<file path="src/rtl/bsc_pkg.sv">
`timescale 1ns / 1ps

package bsc_pkg;

  // Cache geometry
  localparam int NumSet     = 32;
  localparam int Ways       = 4;
  localparam int BankCount  = 4;
  localparam int BlockWords = 32;
  localparam int AddrBits   = 32;

  // Address slicing, lowest field first
  localparam int OffBits  = $clog2(BlockWords);
  localparam int SetBits  = $clog2(NumSet);
  localparam int BankBits = $clog2(BankCount);
  localparam int TagBits  = AddrBits - OffBits - SetBits - BankBits;
  localparam int WayBits  = $clog2(Ways);

  // One row per bank and set
  localparam int Rows    = NumSet * BankCount;
  localparam int RowBits = $clog2(Rows);

  // Result packing
  localparam int OutBits   = 1 + BankBits + SetBits + WayBits + OffBits + TagBits + 1 + TagBits;
  localparam int OutTBits  = ((OutBits + 7) / 8) * 8;

  typedef logic [TagBits-1:0] tag_t;
  typedef logic [WayBits-1:0] way_t;
  typedef logic [RowBits-1:0] row_idx_t;

  typedef struct packed {
    logic [Ways-1:0]  valid;
    way_t [Ways-1:0]  rank;
  } row_state_t;

  typedef tag_t [Ways-1:0] row_tags_t;

  typedef struct packed {
    logic hit;
    way_t way;
    logic evicted;
    tag_t evicted_tag;
  } lookup_t;

  // State of a row that was never written: no valid way, rank equals way index
  function automatic row_state_t reset_row();
    row_state_t r;
    r.valid = '0;
    for (int w = 0; w < Ways; w++) begin
      r.rank[w] = way_t'(w);
    end
    return r;
  endfunction

endpackage

</file>
<file path="src/rtl/bsc_lookup.sv">
`timescale 1ns / 1ps

module bsc_lookup (
  input  bsc_pkg::tag_t        tag_i,
  input  bsc_pkg::row_state_t  row_state_i,
  input  bsc_pkg::row_tags_t   row_tags_i,
  output bsc_pkg::lookup_t     lookup_o,
  output bsc_pkg::row_state_t  new_state_o,
  output bsc_pkg::row_tags_t   new_tags_o
);

  logic [bsc_pkg::Ways-1:0] hit_vec;
  logic                     any_hit;
  logic                     any_free;
  bsc_pkg::way_t            hit_way;
  bsc_pkg::way_t            free_way;
  bsc_pkg::way_t            lru_way;
  bsc_pkg::way_t            used;
  bsc_pkg::way_t            old_rank;

  always_comb begin
    hit_way  = '0;
    free_way = '0;
    any_free = 1'b0;
    for (int w = bsc_pkg::Ways - 1; w >= 0; w--) begin
      hit_vec[w] = row_state_i.valid[w] && (row_tags_i[w] == tag_i);
      if (hit_vec[w]) begin
        hit_way = bsc_pkg::way_t'(w);
      end
      if (!row_state_i.valid[w]) begin
        free_way = bsc_pkg::way_t'(w);
        any_free = 1'b1;
      end
    end
    any_hit = |hit_vec;

    // Oldest way: first way holding the highest rank
    lru_way = '0;
    for (int w = 1; w < bsc_pkg::Ways; w++) begin
      if (row_state_i.rank[w] > row_state_i.rank[lru_way]) begin
        lru_way = bsc_pkg::way_t'(w);
      end
    end

    used = any_hit ? hit_way : (any_free ? free_way : lru_way);

    lookup_o.hit         = any_hit;
    lookup_o.way         = used;
    lookup_o.evicted     = !any_hit && !any_free;
    lookup_o.evicted_tag = lookup_o.evicted ? row_tags_i[used] : '0;

    // Fill on a miss
    new_tags_o  = row_tags_i;
    new_state_o = row_state_i;
    if (!any_hit) begin
      new_tags_o[used]        = tag_i;
      new_state_o.valid[used] = 1'b1;
    end

    // Move the used way to the front, age the ways that were ahead of it
    old_rank = row_state_i.rank[used];
    for (int w = 0; w < bsc_pkg::Ways; w++) begin
      if (bsc_pkg::way_t'(w) == used) begin
        new_state_o.rank[w] = '0;
      end else if (row_state_i.rank[w] < old_rank) begin
        new_state_o.rank[w] = row_state_i.rank[w] + 1'b1;
      end else begin
        new_state_o.rank[w] = row_state_i.rank[w];
      end
    end
  end

endmodule

</file>
<file path="config.mk">
export PLATFORM = sky130hd
export DESIGN_NAME = bsc_lookup
export DESIGN_NICKNAME = d
export VERILOG_FILES = /design/src/rtl/bsc_pkg.sv /design/src/rtl/bsc_lookup.sv
export SDC_FILE = /design/constraint.sdc
export NUM_CORES = 1
export LEC_CHECK = 0
export ABC_CLOCK_PERIOD_IN_PS = 3760
export BUFFER_PORTS_ARGS = -buffer_cell sky130_fd_sc_hd__buf_2
export CAP_MARGIN = 20
export CELL_PAD_IN_SITES_DETAIL_PLACEMENT = 2
export CELL_PAD_IN_SITES_GLOBAL_PLACEMENT = 2
export CORE_ASPECT_RATIO = 2
export CORE_MARGIN = 2
export CORE_UTILIZATION = 21
export DETAILED_ROUTE_END_ITERATION = 8
export PLACE_DENSITY = 0.78
export SLEW_MARGIN = 40
export SYNTH_ARGS = -nofsm -noshare
export SYNTH_HDL_FRONTEND = slang
export SYNTH_SLANG_ARGS = --single-unit
</file>
<file path="constraint.sdc">
create_clock -name vclk -period 3.76
set_input_delay 0 -clock vclk [all_inputs]
set_output_delay 0 -clock vclk [all_outputs]
set_load 0.005 [all_outputs]
</file>
==> results of run 1 <==
==> placed cells by master, fill, tap and decap left out, types with 5 or more instances in the layout <==
master	count
buf_4	34
nand4_1	32
nand2_2	5
xor2_1	16
mux2_4	21
nor2_1	5
nor4_1	10
mux4_2	20
buf_6	9
buf_8	5
xnor2_2	7
nand3_1	9
and2_1	21
xnor2_1	57
buf_12	6
inv_1	6
mux2_2	61
buf_2	223
==> power by group <==
| group | total (mW) | switching [mW] | internal [mW] | leakage (nW) |
|---|---|---|---|---|
| sequential | 0 | 0 | 0 | 0 |
| combinational | 0.931 | 0.453 | 0.478 | 2.39 |
| clock | 0 | 0 | 0 | 0 |
==> kinds of logic (layout without fill, tap and decap cells) <==
kind of cell | Yosys count | count (layout) | synth area share
adder cells (fa/ha/maj) | 11 | 11 | 0.0380
multiplexers | 105 | 105 | 0.411
XOR/XNOR | 80 | 80 | 0.220
AO/OA/AOI/OAI | 24 | 24 | 0.0461
AND/OR/NAND/NOR | 114 | 114 | 0.203
buffers and inverters | 46 | 291 | 0.0819
==> repair_timing <==
item	4_1_cts	5_1_grt
pin swaps	19	17
setup buffers	13	2
gates cloned	3	1
setup endpoints to repair	111	112
hold endpoints to repair	0	0
resized for setup	71	20
==> worst paths after layout <==
kind | startpoint | end | slack (ps) | depth (start not counted)
max | row_state_i[3] | new_state_o[4] | -120 | 23
min | row_tags_i[39] | new_tags_o[39] | 340 | 3
==> metal layers <==
metal,wire length [µm],global-route usage,share of wire,up-vias
li1,-,-,-,1901
met1,7710,0.250,0.39,2064
met2,10100,0.402,0.51,249
met3,1260,0.0315,0.063,38
met4,701,0.0684,0.035,0
met5,0,0,0,-
==> stage by stage <==
| stage | std cells | setup TNS [ps] | hold WS (ps) | utilization |
|---|---|---|---|---|
| after global placement | 812 | -15820 | 319 | 0.305 |
| final | 829 | -2520 | 344 | 0.339 |
| after global routing | 829 | -17110 | 362 | 0.339 |
| after detailed placement | 812 | -32800 | 329 | 0.305 |
| after CTS | 827 | -406 | 345 | 0.332 |
| after floorplan | 380 | 0 | 87.9 | - |
==> area by class of cell <==
type | instances | area, µm² | share of cell area
well taps | 204 | 255 | 0.0467
multi-input cells | 334 | 3410 | 0.625
inverters | 11 | 48.8 | 0.00893
repair buffers | 280 | 1750 | 0.320
==> results.sh, run 1 <==
export IMPL_grt_pass1_vias=4757
export IMPL_nFillCells=1849
export IMPL_synth_area_leaders="mux2_2 25%, xnor2_1 15%, mux4_2 13%"
export IMPL_synth_nets=499
export IMPL_vias=4252
export IMPL_finalWorstSetupSlack_ps=-122
export IMPL_yosysSeqAreaShare=0
export IMPL_cp_arrival_ps=3880
export IMPL_die_w_um=94.3
export IMPL_grt_max_degree=14
export IMPL_violations="setup timing"
export IMPL_pre_cts_ws_ps=-462
export IMPL_place_area_um2=4910
export IMPL_period_share=1.03
export IMPL_status="finished, violations left"
export IMPL_dr_first_iter_drc_count=104
export IMPL_ctsHoldBuffers=0
export IMPL_setup_viol=49
export IMPL_final_max_slew_viol_count=0
export IMPL_nFlopsAndLatches=0
export IMPL_clkbuf_count=0
export IMPL_worst_path_buf_inv=5
export IMPL_synth_commonest_cells="76 x mux2_2, 57 x xnor2_1, 32 x nand4_1"
export IMPL_grt_overflow=0
export IMPL_cap_viol_max_count=0
export IMPL_portBuffers=228
export IMPL_drtAntennaViolNets=0
export IMPL_place_gp_congestion=0.874
export IMPL_start_kind="input pin"
export IMPL_num_io_pins=228
export IMPL_synth_most_common_cell="mux2_2"
export IMPL_synthCells=380
export IMPL_crit_path_end_kind="output port"
export IMPL_ir_drop_v=0.0000671
export IMPL_cp_required_ps=3760
export IMPL_crit_chain="buf_8 > inv_4 > ha_4 > nor2_4 > o22ai_4 > o21ai_2 > ha_4 > nor2b_2 > o21ai_4 > mux2_4 > ha_1 > nand2_2 > o21ai_2 > nand4_1 > nand3_1 > and3_4 > buf_4 > o32ai_2 > buf_4 > a21oi_4 > maj3_2 > a221oi_2 > buf_2"
export IMPL_avgRoutedWirePerCell_um=23.9
export IMPL_slew_headroom=0.499
export IMPL_wl_um=19800
export IMPL_crit_fanout=5
export IMPL_slowest_delay_ps=320
export IMPL_grt_total_usage=0.217
export IMPL_max_freq_mhz=258
export IMPL_power_leakage_nw=2.39
export IMPL_critPathTopFamily="compound AO/OA/AOI/OAI gates"
export IMPL_drt_vias_per_instance=5.13
export IMPL_die_h_um=185
export IMPL_final_layout_size_suffix_gt1_frac=0.693
export IMPL_start_util=0.213
export IMPL_post_route_cell_area_um2=5470
export IMPL_yosysUniqueCellTypes=48
export IMPL_rsz0062_at_grt="true"
export IMPL_min_path_type="in -> out"
export IMPL_seqCellArea_um2=0
export IMPL_grt_pass1_wl_um=28700
export IMPL_synth_top_cell_area_share=0.250
export IMPL_std_cell_rows=66
export IMPL_worstSetupPathType="in -> out"
export IMPL_yosys_area_top_type="mux2_2"
export IMPL_drt_pass1_iterations=4
export IMPL_die_area_um2=17400
export IMPL_avgSynthCellArea_um2=9.01
export IMPL_fin_nets=746
export IMPL_core_um2=16100
export IMPL_layout_min_cycle_time_ps=3880
export IMPL_area_growth_synth_to_final_pct=59.7
export IMPL_p_per_area_nw_per_um2=170
export IMPL_hold_violations=0
export IMPL_tightestPinTransition_ps=745
export IMPL_place_hpwl_um=15600
export IMPL_num_antenna_cells=0
export IMPL_drc=0
export IMPL_antenna_found_initial=0
export IMPL_finalPower_uw=931
export IMPL_crit_slowest_cell="mux2_4"
export IMPL_ys_warn_count=0
export IMPL_syn_area_um2=3420
Power figures use the tool's default switching activity.
==> inputs of run 2 (changes only) <==
--- a/config.mk
+++ b/config.mk
@@ -6,7 +6,7 @@
 export NUM_CORES = 1
 export LEC_CHECK = 0
 export ABC_CLOCK_PERIOD_IN_PS = 3760
-export BUFFER_PORTS_ARGS = -buffer_cell sky130_fd_sc_hd__buf_2
+export BUFFER_PORTS_ARGS = -buffer_cell sky130_fd_sc_hd__clkbuf_2
 export CAP_MARGIN = 20
 export CELL_PAD_IN_SITES_DETAIL_PLACEMENT = 2
 export CELL_PAD_IN_SITES_GLOBAL_PLACEMENT = 2
==> run 2 against run 1 <==
  * The run still ends with setup timing left
  * Routed wire length down 2.3%
  * Global-route usage down 1.3 points
  * Sequential share of layout area unchanged
  * Non-clock buffer count down 5
  * Fmax up 1.8%
  * First-iteration DRC count down 28%
  * Critical path depth down 1
  * Core utilization up 0.34 points
  * Worst setup slack better by 68 ps
==> results.sh, run 2 (synthesis gave the netlist of run 1 again) <==
export IMPL_p_clk_frac=0
export IMPL_min_path_type="in -> out"
export IMPL_final_max_slew_viol_count=0
export IMPL_final_common_cell="clkbuf_2"
export IMPL_p_comb_frac=1.000
export IMPL_vias=4230
export IMPL_place_hpwl_um=15600
export IMPL_finalPower_uw=956
export IMPL_antenna_found_initial=0
export IMPL_std_cell_rows=66
export IMPL_nFillCells=1825
export IMPL_drtAntennaViolNets=0
export IMPL_cap_viol_max_count=0
export IMPL_die_h_um=185
export IMPL_power_leakage_nw=2.43
export IMPL_p_sw_uw=461
export IMPL_rsz0062_at_grt="true"
export IMPL_setup_viol=21
export IMPL_met3WireLength_um=1460
export IMPL_grt_total_usage=0.204
export IMPL_num_antenna_cells=0
export IMPL_grt_max_degree=22
export IMPL_p_int_uw=495
export IMPL_mostFrequentLayoutCells="215 x clkbuf_2, 57 x xnor2_1, 55 x mux2_2"
export IMPL_p_per_area_nw_per_um2=173
export IMPL_start_kind="input pin"
export IMPL_core_um2=16100
export IMPL_finalWorstSetupSlack_ps=-53.3
export IMPL_multi_input_area_um2=3480
export IMPL_drc=0
export IMPL_area_growth_synth_to_final_pct=61.4
export IMPL_cp_arrival_ps=3810
export IMPL_wl_met1_um=7330
export IMPL_layout_min_cycle_time_ps=3810
export IMPL_wl_um=19400
export IMPL_final_layout_size_suffix_gt1_frac=0.697
export IMPL_seqCellArea_um2=0
export IMPL_period_share=1.01
export IMPL_hold_violations=0
export IMPL_slew_headroom=0.536
export IMPL_start_util=0.213
export IMPL_top_layer="met4"
export IMPL_p_seq_frac=0
export IMPL_grt_overflow=0
export IMPL_switching_share=0.482
export IMPL_max_freq_mhz=262
export IMPL_violations="setup timing"
export IMPL_wl_met2_um=9900
export IMPL_grt_pass1_vias=4658
export IMPL_avgRoutedWirePerCell_um=23.5
export IMPL_place_gp_congestion=0.837
export IMPL_drt_vias_per_instance=5.13
export IMPL_nFlopsAndLatches=0
export IMPL_num_io_pins=228
export IMPL_clkbuf_count=0
export IMPL_worstSetupPathType="in -> out"
export IMPL_portBuffers=228
export IMPL_die_w_um=94.3
export IMPL_fin_nets=741
export IMPL_crit_fanout=5
export IMPL_grt_pass1_wl_um=27400
export IMPL_tightestPinTransition_ps=693
export IMPL_cp_required_ps=3760
export IMPL_drt_pass1_iterations=6
export IMPL_dr_first_iter_drc_count=75
export IMPL_crit_path_end_kind="output port"
export IMPL_die_area_um2=17400
export IMPL_pre_cts_ws_ps=-512
export IMPL_status="finished, violations left"
export IMPL_ir_drop_v=0.0000541
==> run 2: routing by layer <==
metal | up-vias | track usage
met5 | - | 0
met4 | 0 | 0.0412
met3 | 40 | 0.0307
met2 | 252 | 0.392
met1 | 2041 | 0.232
li1 | 1897 | -
==> run 2: area by class of cell <==
class                           instances  area share
Tap cell                              204      0.0462
Timing Repair Buffer                  275       0.315
Multi-Input combinational cell        334       0.630
Inverter                               11     0.00884
==> run 2: stage by stage <==
step                instances  hold WS [ps]  area, µm²  setup TNS (ps)   util
finish                    824           342       5520            -622  0.343
global route              824           357       5520          -11260  0.343
CTS                       814           343       5040           -2230  0.313
detailed placement        809           341       4880          -39730  0.303
global placement          809           332       4880          -11650  0.303
floorplan                 380          87.9       3420               0      -
==> run 2: worst paths after layout <==
path | from | cells after the start | end
hold / removal | row_tags_i[31] | 3 | new_tags_o[31]
setup / recovery | row_state_i[2] | 22 | new_state_o[4]
==> run 2: timing repair <==
action	in CTS	in global routing
gates resized for setup	33	82
pin swaps	15	18
buffers inserted	5	7
hold buffers	0	0
cloned	1	4
setup endpoints to repair	111	112
==> run 2: critical path, stage by stage <==
cell      delay, ps
buf_8            80
inv_4            40
ha_4            260
inv_4            30
o22ai_4         220
nand2_2         120
o21ai_4          90
ha_4            160
nor2b_4          40
o21ai_4         180
mux2_4          330
ha_4            280
nand2_4          50
o21ai_4          60
a41oi_2         150
o211ai_1        290
nand2_2         180
buf_6           160
mux2_4          330
maj3_2          310
a221oi_2        290
buf_2           160
==> run 2: power by group through the flow <==
stage	clock network, mW	logic (mW)	registers, mW
after floorplan	0	0.436	0
after global placement	0	0.765	0
after detailed placement	0	0.785	0
after CTS	0	0.835	0
after global routing	0	1.02	0
final	0	0.956	0
